### src/hw/rtl/ljc_pkg.sv
// Shared types, register indexes, step codes and constants of the pair energy unit.
`default_nettype none

package ljc_pkg;

    localparam int CFG_IDX_W  = 3;
    localparam int CFG_DATA_W = 32;
    localparam int IN_DATA_W  = 272;
    localparam int OUT_DATA_W = 232;

    localparam logic [CFG_IDX_W-1:0] CFG_VDW_CUT   = 3'd0;
    localparam logic [CFG_IDX_W-1:0] CFG_ELEC_CUT  = 3'd1;
    localparam logic [CFG_IDX_W-1:0] CFG_WELL      = 3'd2;
    localparam logic [CFG_IDX_W-1:0] CFG_DIEL      = 3'd3;
    localparam logic [CFG_IDX_W-1:0] CFG_VDW_WT    = 3'd4;
    localparam logic [CFG_IDX_W-1:0] CFG_ELEC_WT   = 3'd5;
    localparam logic [CFG_IDX_W-1:0] CFG_GRAD_EN   = 3'd6;

    localparam logic [31:0] RST_VDW_CUT  = 32'd4194304;
    localparam logic [31:0] RST_ELEC_CUT = 32'd6553600;
    localparam logic [23:0] RST_ONE_Q16  = 24'd65536;

    localparam int MAX_B_ATOMS = 4096;

    localparam logic [60:0] SAT_CAP    = 61'(1) << 60;
    localparam logic [60:0] SAT_CAP_12 = SAT_CAP / 12;
    localparam logic [24:0] COULOMB_K  = 25'd21762127;
    localparam logic [49:0] D2_ONE     = 50'd65536;

    localparam logic [1:0] SH_0  = 2'd0;
    localparam logic [1:0] SH_16 = 2'd1;
    localparam logic [1:0] SH_32 = 2'd2;

    localparam logic [5:0] ST_IDLE   = 6'd0;
    localparam logic [5:0] ST_SQ0    = 6'd1;
    localparam logic [5:0] ST_SQ1    = 6'd2;
    localparam logic [5:0] ST_SQ2    = 6'd3;
    localparam logic [5:0] ST_CUT    = 6'd4;
    localparam logic [5:0] ST_RAT0   = 6'd5;
    localparam logic [5:0] ST_RAT1   = 6'd6;
    localparam logic [5:0] ST_RAT2   = 6'd7;
    localparam logic [5:0] ST_RSQ    = 6'd8;
    localparam logic [5:0] ST_A2     = 6'd9;
    localparam logic [5:0] ST_A4     = 6'd10;
    localparam logic [5:0] ST_A6     = 6'd11;
    localparam logic [5:0] ST_T6     = 6'd12;
    localparam logic [5:0] ST_T12    = 6'd13;
    localparam logic [5:0] ST_EVDW   = 6'd14;
    localparam logic [5:0] ST_VM     = 6'd15;
    localparam logic [5:0] ST_VG0    = 6'd16;
    localparam logic [5:0] ST_VG1    = 6'd17;
    localparam logic [5:0] ST_VG2    = 6'd18;
    localparam logic [5:0] ST_DIST   = 6'd19;
    localparam logic [5:0] ST_QM     = 6'd20;
    localparam logic [5:0] ST_NUM    = 6'd21;
    localparam logic [5:0] ST_DEN    = 6'd22;
    localparam logic [5:0] ST_EM     = 6'd23;
    localparam logic [5:0] ST_EELEC  = 6'd24;
    localparam logic [5:0] ST_EGA0   = 6'd25;
    localparam logic [5:0] ST_EGB0   = 6'd26;
    localparam logic [5:0] ST_EGA1   = 6'd27;
    localparam logic [5:0] ST_EGB1   = 6'd28;
    localparam logic [5:0] ST_EGA2   = 6'd29;
    localparam logic [5:0] ST_EGB2   = 6'd30;
    localparam logic [5:0] ST_FINISH = 6'd31;

    typedef struct packed {
        logic       load;
        logic       start;
        logic [5:0] step;
    } ctl_cmd_t;

    typedef struct packed {
        logic done;
        logic in_vdw;
        logic in_elec;
        logic q_nz;
        logic gon;
        logic out_free;
    } dp_status_t;

endpackage

`default_nettype wire

### src/hw/rtl/ljc_ctrl.sv
// Step sequencer of the pair energy unit.
`default_nettype none

module ljc_ctrl
    import ljc_pkg::*;
(
    input  wire logic       clk,
    input  wire logic       rst_n,
    input  wire logic       in_valid,
    output logic            in_ready,
    input  wire dp_status_t status,
    output ctl_cmd_t        cmd
);

    logic [5:0] state_reg, state_next;
    logic       issued_reg, issued_next;
    logic [5:0] after;
    logic [5:0] elec_entry;

    always_comb
    begin
        elec_entry = (status.in_elec && status.q_nz) ? ST_DIST : ST_FINISH;
        unique case (state_reg)
            ST_SQ0:    after = ST_SQ1;
            ST_SQ1:    after = ST_SQ2;
            ST_SQ2:    after = ST_CUT;
            ST_CUT:    after = (status.in_vdw || status.in_elec) ? ST_RAT0 : ST_FINISH;
            ST_RAT0:   after = ST_RAT1;
            ST_RAT1:   after = ST_RAT2;
            ST_RAT2:   after = status.in_vdw ? ST_RSQ : elec_entry;
            ST_RSQ:    after = ST_A2;
            ST_A2:     after = ST_A4;
            ST_A4:     after = ST_A6;
            ST_A6:     after = ST_T6;
            ST_T6:     after = ST_T12;
            ST_T12:    after = ST_EVDW;
            ST_EVDW:   after = status.gon ? ST_VM : elec_entry;
            ST_VM:     after = ST_VG0;
            ST_VG0:    after = ST_VG1;
            ST_VG1:    after = ST_VG2;
            ST_VG2:    after = elec_entry;
            ST_DIST:   after = ST_QM;
            ST_QM:     after = ST_NUM;
            ST_NUM:    after = ST_DEN;
            ST_DEN:    after = ST_EM;
            ST_EM:     after = ST_EELEC;
            ST_EELEC:  after = status.gon ? ST_EGA0 : ST_FINISH;
            ST_EGA0:   after = ST_EGB0;
            ST_EGB0:   after = ST_EGA1;
            ST_EGA1:   after = ST_EGB1;
            ST_EGB1:   after = ST_EGA2;
            ST_EGA2:   after = ST_EGB2;
            ST_EGB2:   after = ST_FINISH;
            default:   after = ST_IDLE;
        endcase

        state_next  = state_reg;
        issued_next = issued_reg;
        in_ready    = 1'b0;
        cmd.load    = 1'b0;
        cmd.start   = 1'b0;
        cmd.step    = state_reg;
        if (state_reg == ST_IDLE)
        begin
            in_ready = 1'b1;
            if (in_valid)
            begin
                cmd.load   = 1'b1;
                state_next = ST_SQ0;
            end
        end
        else if (!issued_reg)
        begin
            if (state_reg != ST_FINISH || status.out_free)
            begin
                cmd.start   = 1'b1;
                issued_next = 1'b1;
            end
        end
        else if (status.done)
        begin
            issued_next = 1'b0;
            state_next  = after;
        end
    end

    always_ff @(posedge clk or negedge rst_n)
    begin
        if (!rst_n)
        begin
            state_reg  <= ST_IDLE;
            issued_reg <= 1'b0;
        end
        else
        begin
            state_reg  <= state_next;
            issued_reg <= issued_next;
        end
    end

endmodule

`default_nettype wire

### config.mk
export PLATFORM = sky130hd
export DESIGN_NAME = ljc_ctrl
export DESIGN_NICKNAME = d
export VERILOG_FILES = /design/src/hw/rtl/ljc_pkg.sv /design/src/hw/rtl/ljc_ctrl.sv
export SDC_FILE = /design/constraint.sdc
export NUM_CORES = 1
export LEC_CHECK = 0
export BUFFER_PORTS_ARGS = -buffer_cell sky130_fd_sc_hd__buf_2
export CAP_MARGIN = 20
export CELL_PAD_IN_SITES_DETAIL_PLACEMENT = 1
export CELL_PAD_IN_SITES_GLOBAL_PLACEMENT = 1
export CORE_UTILIZATION = 38
export DETAILED_ROUTE_END_ITERATION = 10
export GPL_ROUTABILITY_DRIVEN = 0
export GPL_TIMING_DRIVEN = 0
export PLACE_DENSITY = 0.87
export SLEW_MARGIN = 0
export SYNTH_ARGS = -nofsm -noshare
export SYNTH_HDL_FRONTEND = slang
export SYNTH_SLANG_ARGS = --single-unit
export TNS_END_PERCENT = 10
### constraint.sdc
create_clock -name clk -period 3.3 [get_ports clk]
set_input_delay 0.66 -clock clk [delete_from_list [all_inputs] [get_ports clk]]
set_output_delay 0.66 -clock clk [all_outputs]
set_load 0.01 [all_outputs]
==> impl_metrics.py, run 1 <==
metrics = {
    "status": {
        "outcome": "complete, no violations",
    },
    "logic_synthesis": {
        "ys_top_cells_by_area": "dfrtp_1 (25%), nor2_1 (4.4%), a21oi_1 (4.2%), and2_1 (4.2%), buf_4 (3.7%)",
        "synth_nets": 85,
        "post_synth.cell_area_avg_um2": 7.919,
        "syn-instance-count": 76,
        "synth_ff_type": "dfrtp_1",
        "async_flop_share_pct": 100.0,
        "synthTopCellsByCount": "nor2_1 (7), dfrtp_1 (6), a21oi_1 (5)",
        "synth_top_area_share_pct": 24.95,
        "synth-seq-cells": 6,
        "synth_cell_types": 36,
        "synth_edf_count": 0,
        "ys_warn_count": 0,
        "ys_seq_area_share_pct": 24.95,
        "yosys.area.top_type": "dfrtp_1",
        "syn-cell-area_um2": 601.8,
        "post-synth-top-count-cell": "nor2_1",
    },
    "critical_path": {
        "rrSetupSlack_ns": 1.54,
        "worstSetupEndpointType": "output port",
        "startpoint_type": "register",
        "path_class": "register to output port",
        "cp.required_ns": 2.64,
        "cp.arrival_ns": 1.67,
        "crit_slowest_cell": "nor4_1",
        "worst-path-max-fanout": 4,
        "r2r-start": "state_reg[4]$_DFFE_PN0P_",
        "crit_chain": "nor4_1, and2_1, nor3_1, buf_2",
        "rr_endpoint": "state_reg[1]$_DFFE_PN0P_",
        "critical_path.max_stage_delay_ns": 0.54,
        "reg2reg_depth": 4,
    },
    "min_path": {
        "holdCritPathClass": "input port to async pin",
    },
    "timing": {
        "hold_viol": 0,
        "slew_headroom_pct": 62.82,
        "grt_setup_unrepaired": "false",
        "finClkSkew_ns": 0.0002400,
        "post-route-worst-setup-slack_ns": 0.9666,
        "timing.fmax_mhz": 428.6,
        "finalSetupTns_ns": 0,
        "tightest_slew_ns": 0.5526,
        "min_period_over_period_pct": 70.71,
        "setup_violations": 0,
        "hold_ws_ns": 0.2303,
        "maxSlewViolCount": 0,
        "min_period_ns": 2.333,
    },
    "route": {
        "via_per_inst": 6.018,
        "postRouteWirelength_um": 1837,
        "postRouteAntennaNets": 0,
        "vias": 662,
        "routedWlPerCell_um": 16.70,
        "drtIter0Drc": 15,
        "dr.pass1.iters": 4,
        "drc": 0,
    },
    "clock_network": {
        "cts_setup_buffers": 0,
        "cts_buffers": 3,
        "root_buffer": "clkbuf_4",
        "clk_latency_ns": 0.24,
        "cts_resized": 0,
        "clk_pin_slew_ns": 0.04,
        "cts_sinks": 6,
        "cts_buffer_depth": 2,
        "tritoncts": "built",
        "ctsHoldBuffers": 0,
        "htree_levels": 1,
    },
    "global_routing": {
        "grt_max_degree": 11,
        "track_usage_pct": 22.35,
        "first_global_vias": 665,
        "grt_overflow_total": 0,
        "antenna_found_initial": 0,
        "grt_pass1_wl_um": 3049,
    },
    "finish": {
        "drive_gt1_share_pct": 29.47,
        "layout.cells.non_filler": 110,
        "area_growth_pct": 20.17,
        "finalNetCount": 106,
        "largest_register_ffs": 5,
        "n_antenna_cell": 0,
    },
    "placed_design": {
        "post-dp-hpwl_um": 1452,
        "port_buffers": 16,
        "placed_cells": 107,
        "dp_slack_ns": 1.250,
    },
    "floorplan": {
        "ios": 18,
        "die_w_um": 41.80,
        "core_um2": 1383,
        "dieArea_um2": 1747,
        "core.rowCount": 13,
        "initial_core_util_pct": 43.53,
        "die_y_um": 41.80,
    },
    "pwr": {
        "power.leakage_nw": 0.3202,
        "vdd_ir_drop_max_uv": 395.0,
        "finalPower_w": 0.0005702,
        "power_density_nw_per_um2": 788.4,
    },
    "flow_run": {
        "cap_violations": 0,
    },
}
## placed cells by master (no fill, tap or decap), types with 2 or more instances in the layout
cell      instances
o32a_1            2
nor4_1            2
nand3_1           2
nor2_1            7
buf_4             3
and2_1            4
xnor2_1           2
nor3b_1           2
o21ai_0           4
inv_1             2
a21oi_1           5
buf_2            20
nor3_1            3
dfrtp_1           6
clkbuf_4          3
a211oi_1          2
a211o_1           2
nand3b_1          2
nand2_1           4
## worst max-delay path: cells and delay by family (launching register included)
family	cells	cell delay, ns
flops	1	0.40
buf+inv	1	0.14
simple gates	3	0.89
## worst max path at each step
stage          cells past startpoint      to  slack, ns                startpoint
6_report                           4  cmd[6]       0.97  state_reg[4]$_DFFE_PN0P_
5_1_grt                            4  cmd[6]       0.85  state_reg[4]$_DFFE_PN0P_
4_1_cts                            4  cmd[6]       0.98  state_reg[4]$_DFFE_PN0P_
3_5_place_dp                       4  cmd[6]       1.25  state_reg[4]$_DFFE_PN0P_
3_3_place_gp                       4  cmd[6]       1.30  state_reg[4]$_DFFE_PN0P_
2_1_floorplan                      5  cmd[6]       1.34  state_reg[1]$_DFFE_PN0P_
## stage by stage
| stage | utilization, % | cell area, um2 |
|---|---|---|
| finish | 52.31 | 723.2 |
| global route | 52.31 | 723.2 |
| CTS | 52.31 | 723.2 |
| detailed placement | 50.68 | 700.7 |
| global placement | 50.68 | 700.7 |
| floorplan | - | 601.8 |
## cells by family after synthesis
family	count (synthesis)	synth area share, %
DFF	6	24.95
other	1	0.6231
and+or+nand+nor	34	34.09
AOI/OAI and AO/OA	24	29.11
xor gates and xnor gates	2	2.911
buffers and inverters	9	8.316
## per-layer routing
| layer | vias up | part of all wire, % | GRT usage (%) |
|---|---|---|---|
| met3 | 0 | 2.1 | 2.609 |
| met2 | 13 | 50 | 37.81 |
| met1 | 327 | 48 | 29.55 |
| li1 | 322 | - | - |
| met4 | 0 | 0 | 6.452 |
| met5 | - | 0 | 0 |
## area by class of cell
type                    count  area [um2]
repair buffers             16       80.08
clock buffers               3       22.52
flip-flops and latches      6       150.1
well taps                  15       18.77
plain buffers               7       42.54
multi-input cells          61       401.6
inverters                   2       7.507
fillers                   190       659.4
## report_power, final
part / switching [W] / internal, W / leakage (nW)
sequential: 0.0000319 / 0.000100 / 0.0757
combinational: 0.000208 / 0.000162 / 0.231
clock: 0.0000268 / 0.0000412 / 0.0138
total: 0.000267 / 0.000304 / 0.320
(Power assumes the default switching activity.)
==> run 2, diff against run 1 <==
--- a/config.mk
+++ b/config.mk
@@ -9,11 +9,11 @@
 export CAP_MARGIN = 20
 export CELL_PAD_IN_SITES_DETAIL_PLACEMENT = 1
 export CELL_PAD_IN_SITES_GLOBAL_PLACEMENT = 1
-export CORE_UTILIZATION = 38
+export CORE_UTILIZATION = 31
 export DETAILED_ROUTE_END_ITERATION = 10
 export GPL_ROUTABILITY_DRIVEN = 0
 export GPL_TIMING_DRIVEN = 0
-export PLACE_DENSITY = 0.87
+export PLACE_DENSITY = 0.76
 export SLEW_MARGIN = 0
 export SYNTH_ARGS = -nofsm -noshare
 export SYNTH_HDL_FRONTEND = slang
==> constraint.sdc (replaced) <==
create_clock -name clk -period 2 [get_ports clk]
set_input_delay 0.4 -clock clk [delete_from_list [all_inputs] [get_ports clk]]
set_output_delay 0.4 -clock clk [all_outputs]
set_load 0.01 [all_outputs]
==> run 2 against run 1 <==
Effect of this change: die area rose by 21%; sequential power is 72% higher; final area up 7.3%; worst setup slack worse by 0.87 ns; sequential share of layout area is 1.4 points lower; routed wire length hardly changed; cell count is 10% higher; non-clock buffer count increased by 1; global-route usage down 1.3 points; first-iteration DRC count up 27%.
==> impl_metrics.py, run 2 (same netlist as run 1, synthesis figures left out) <==
metrics = {
    "critical_path": {
        "critical_path.max_stage_delay_ns": 0.36,
        "worst-path-max-fanout": 10,
        "path_buf_inv": 4,
        "path_delay_family": "buffers and inverters",
        "startpoint_type": "register",
        "cp.required_ns": 1.60,
        "worstSetupEndpointType": "output port",
        "path_class": "register to output port",
        "cp.arrival_ns": 1.51,
        "crit_slowest_cell": "dfrtp_1",
        "crit_chain": "buf_4, buf_6, inv_1, and2_1, nor3_2, buf_2",
    },
    "clock_network": {
        "clk_latency_ns": 0.24,
        "cts_sinks": 6,
        "cts_buffers": 3,
        "cts_setup_buffers": 0,
        "cts_buffer_depth": 2,
        "htree_levels": 1,
        "root_buffer": "clkbuf_4",
        "tritoncts": "built",
        "clk_pin_slew_ns": 0.05,
    },
    "pwr": {
        "power_density_nw_per_um2": 1257,
        "vdd_ir_drop_max_uv": 829.1,
        "power.leakage_nw": 0.3278,
    },
    "route": {
        "drc": 0,
        "routedWlPerCell_um": 15.19,
        "drtIter0Drc": 19,
        "postRouteWirelength_um": 1838,
        "dr.pass1.iters": 4,
        "vias": 683,
        "via_per_inst": 5.645,
        "postRouteAntennaNets": 0,
    },
    "timing": {
        "timing.fmax_mhz": 524.9,
        "finClkSkew_ns": 0.0005812,
        "min_period_ns": 1.905,
        "finalSetupTns_ns": 0,
        "hold_viol": 0,
        "post-route-worst-setup-slack_ns": 0.09473,
        "grt_setup_unrepaired": "false",
        "setup_violations": 0,
        "maxSlewViolCount": 0,
        "min_period_over_period_pct": 95.26,
    },
    "floorplan": {
        "core.rowCount": 15,
        "core_um2": 1764,
        "initial_core_util_pct": 34.11,
        "die_y_um": 46.06,
        "dieArea_um2": 2122,
        "die_w_um": 46.06,
        "ios": 18,
    },
    "global_routing": {
        "grt_max_degree": 11,
        "grt_overflow_total": 0,
        "track_usage_pct": 21.01,
        "grt_pass1_wl_um": 3139,
        "antenna_found_initial": 0,
        "first_global_vias": 680,
    },
    "finish": {
        "fillers": 243,
        "final_common_cell": "buf_2",
        "finalNetCount": 107,
        "largest_register_ffs": 5,
        "ff_latch_area_um2": 150.1,
        "multi_input_area_um2": 422.9,
        "n_antenna_cell": 0,
        "area_growth_pct": 28.90,
        "layout_common_cells": "buf_2 (18), nor2_1 (7), dfrtp_1 (6)",
        "drive_gt1_share_pct": 33.33,
    },
    "placed_design": {
        "dp_slack_ns": 0.2458,
        "port_buffers": 16,
        "post-dp-hpwl_um": 1385,
    },
    "status": {
        "outcome": "complete, no violations",
    },
    "flow_run": {
        "cap_violations": 0,
    },
    "min_path": {
        "holdCritPathClass": "input port to register",
    },
}
[run 2: tightest hold or removal path, cell delays in order]
cell       delay, ns
buf_2           0.09
a2bb2oi_1       0.05
o21ai_0         0.07
[run 2: area by class of cell]
type                            instances  share of cell area [%]
Inverter                                2                  0.9677
Tap cell                               25                   4.032
Buffer                                  7                   6.613
Sequential cell                         6                   19.35
Timing Repair Buffer                   17                   11.61
Multi-Input combinational cell         61                   54.52
Clock buffer                            3                   2.903
[run 2: path summary, 6_finish.rpt]
path | from | to | slack (ns) | cells after the start
worst max-delay path | state_reg[1]$_DFFE_PN0P_ | cmd[6] | 0.09 | 6
max in group asynchronous | rst_n | state_reg[2]$_DFFE_PN0P_ | 1.35 | 2
worst max register to register | state_reg[4]$_DFFE_PN0P_ | state_reg[4]$_DFFE_PN0P_ | 0.34 | 4
min in group asynchronous | rst_n | issued_reg$_DFFE_PN0N_ | 0.51 | 2
worst min-delay path | in_valid | state_reg[0]$_DFFE_PN0P_ | 0.41 | 3
worst min register to register | issued_reg$_DFFE_PN0N_ | issued_reg$_DFFE_PN0N_ | 0.57 | 1
[run 2: what timing repair did]
action,in CTS,in global routing
hold endpoints to repair,6,0
endpoints found under the setup margin,1,1
resized for setup,3,5
hold buffers,1,0
[run 2: routing by layer]
| metal | up-vias | part of all wire [%] | GRT usage [%] |
|---|---|---|---|
| li1 | 323 | - | - |
| met1 | 314 | 45 | 29.19 |
| met2 | 46 | 45 | 31.83 |
| met3 | 0 | 10 | 6.275 |
| met4 | 0 | 0 | 4.706 |
| met5 | - | 0 | 0 |
[run 2: power by group]
group | switching (W) | total, W | internal, W
clock | 0.0000455 | 0.000113 | 0.0000680
sequential | 0.0000619 | 0.000227 | 0.000166
combinational | 0.000345 | 0.000634 | 0.000289
[run 2: per-stage QoR]
step           utilization [%]  hold WS (ns)  instances  instance area (um2)  total power [W]
2_1_floorplan                -        0.1044         76                601.8        0.0006428
3_3_place_gp             40.43        0.2247        117                713.2        0.0008069
3_5_place_dp             40.43        0.2279        117                713.2        0.0008204
4_1_cts                  43.05        0.3971        121                759.5        0.0009551
5_1_grt                  43.97        0.4026        121                775.7         0.001052
6_report                 43.97        0.4058        121                775.7        0.0009750
==> run 3, diff against run 2 <==
--- a/config.mk
+++ b/config.mk
@@ -13,7 +13,7 @@
 export DETAILED_ROUTE_END_ITERATION = 10
 export GPL_ROUTABILITY_DRIVEN = 0
 export GPL_TIMING_DRIVEN = 0
-export PLACE_DENSITY = 0.76
+export PLACE_DENSITY_LB_ADDON = 0.1
 export SLEW_MARGIN = 0
 export SYNTH_ARGS = -nofsm -noshare
 export SYNTH_HDL_FRONTEND = slang
==> run 3 against run 2 <==
Effect of this change: die area stayed put; count of clock-buffer cells in the layout stayed put; global-route usage is 0.18 points lower; worst setup slack better by 0.023 ns; final area is 0.48% higher; routed wire length is 1.5% higher; combinational power hardly changed; critical path type unchanged; critical endpoint unchanged; largest power group unchanged.
==> impl_metrics.py, run 3 (same netlist as run 1, synthesis figures left out) <==
metrics = {
    "finish": {
        "layout_common_cells": "buf_2 (18), nor2_1 (7), dfrtp_1 (6)",
        "fillers": 234,
        "largest_register_ffs": 5,
        "area_growth_pct": 29.52,
        "drive_gt1_share_pct": 32.29,
        "layout.cells.non_filler": 121,
        "final_common_cell": "buf_2",
        "finalNetCount": 107,
        "n_antenna_cell": 0,
    },
    "route": {
        "postRouteWirelength_um": 1866,
        "top_layer": "met4",
        "dr.pass1.iters": 4,
        "drtIter0Drc": 4,
        "drt-met1-wl_um": 910,
        "routed-wl-met3_um": 82,
        "drc": 0,
        "via_per_inst": 5.620,
        "postRouteAntennaNets": 0,
        "vias": 680,
        "routedWlPerCell_um": 15.42,
        "wl_met2_um": 838,
    },
    "clock_network": {
        "clk_pin_slew_ns": 0.04,
        "cts_buffers": 3,
        "htree_levels": 1,
        "cts_buffer_depth": 2,
        "tritoncts": "built",
        "cts_setup_buffers": 0,
        "clk_latency_ns": 0.24,
        "root_buffer": "clkbuf_4",
        "cts_sinks": 6,
    },
    "global_routing": {
        "antenna_found_initial": 0,
        "first_global_vias": 619,
        "track_usage_pct": 20.83,
        "grt_pass1_wl_um": 3001,
        "grt_max_degree": 11,
        "grt_overflow_total": 0,
    },
    "critical_path": {
        "worstSetupEndpointType": "output port",
        "worst-path-max-fanout": 10,
        "critPathLaunch": "state_reg[1]$_DFFE_PN0P_",
        "startpoint_type": "register",
        "path_class": "register to output port",
        "r2r-start": "state_reg[0]$_DFFE_PN0P_",
        "cp.arrival_ns": 1.48,
        "cp.required_ns": 1.60,
    },
    "placed_design": {
        "placed_cells": 117,
        "post-dp-hpwl_um": 1380,
        "port_buffers": 16,
    },
    "timing": {
        "setup_violations": 0,
        "maxSlewViolCount": 0,
        "min_period_over_period_pct": 94.11,
        "finalSetupTns_ns": 0,
        "timing.fmax_mhz": 531.3,
        "hold_viol": 0,
        "finClkSkew_ns": 0.0004772,
        "min_period_ns": 1.882,
    },
    "floorplan": {
        "ios": 18,
        "die_y_um": 46.06,
        "core.rowCount": 15,
        "core_um2": 1764,
        "initial_core_util_pct": 34.11,
        "dieArea_um2": 2122,
        "die_w_um": 46.06,
    },
    "status": {
        "outcome": "complete, no violations",
    },
    "flow_run": {
        "cap_violations": 0,
    },
    "min_path": {
        "worstHoldStart": "in_valid",
        "holdCritPathClass": "input port to register",
    },
    "pwr": {
        "power_density_nw_per_um2": 1262,
        "power.leakage_nw": 0.3295,
        "vdd_ir_drop_max_uv": 819.7,
    },
}
[run 3: cell types whose count changed in the layout (fill, tap and decap cells not counted)]
cell and delta:
nor3_1 +1, nor3_2 -1, nor4_2 -1, nor4_4 +1
[run 3: layout make-up]
| type | instances | area [um2] | share of cell area, % |
|---|---|---|---|
| Sequential cell | 6 | 150.1 | 19.26 |
| Timing Repair Buffer | 17 | 90.09 | 11.56 |
| Buffer | 7 | 51.30 | 6.581 |
| Clock buffer | 3 | 22.52 | 2.889 |
| Tap cell | 25 | 31.28 | 4.013 |
| Inverter | 2 | 7.507 | 0.9631 |
| Multi-Input combinational cell | 61 | 426.7 | 54.74 |
[run 3: critical path, cell delays in order (launching register included)]
cell and delay [ns]:
dfrtp_1 0.35, buf_4 0.16, buf_6 0.15, inv_1 0.08, and2_1 0.18, nor3_1 0.16, buf_2 0.15
[run 3: final timing paths]
| path | to | slack [ns] | depth (start not counted) |
|---|---|---|---|
| min reg2reg | issued_reg$_DFFE_PN0N_ | 0.56 | 1 |
| max in group asynchronous | state_reg[2]$_DFFE_PN0P_ | 1.35 | 2 |
| max | cmd[6] | 0.12 | 6 |
| max reg2reg | state_reg[3]$_DFFE_PN0P_ | 0.32 | 5 |
| min | state_reg[0]$_DFFE_PN0P_ | 0.40 | 3 |
| min in group asynchronous | issued_reg$_DFFE_PN0N_ | 0.51 | 2 |
[run 3: repair_timing]
item | CTS | global route
endpoints found under the hold margin | 6 | 0
gates cloned | 0 | 0
gates resized for setup | 2 | 7
setup endpoints to repair | 1 | 1
hold buffers | 1 | 0
[run 3: report_power, final]
part	switching (W)	internal [W]
Sequential	0.0000685	0.000165
Clock	0.0000443	0.0000679
Combinational	0.000344	0.000293
Total	0.000457	0.000527
[run 3: per-layer routing]
metal / vias to the layer above / track usage [%]
li1: 327 / -
met1: 329 / 30.07
met2: 20 / 27.89
met3: 4 / 7.451
met4: 0 / 7.647
met5: - / 0
[run 3: per-stage QoR]
stage	power, W	utilization, %	worst slack [ns]	hold WS (ns)	cell area, um2
floorplan	0.0006428	-	0.3025	0.1044	601.8
global placement	0.0008250	40.43	0.2078	0.2235	713.2
detailed placement	0.0008219	40.43	0.2472	0.2292	713.2
CTS	0.0009517	42.91	0.004911	0.3915	757.0
global route	0.001067	44.18	-0.007569	0.4073	779.5
finish	0.0009835	44.18	0.1177	0.3962	779.5
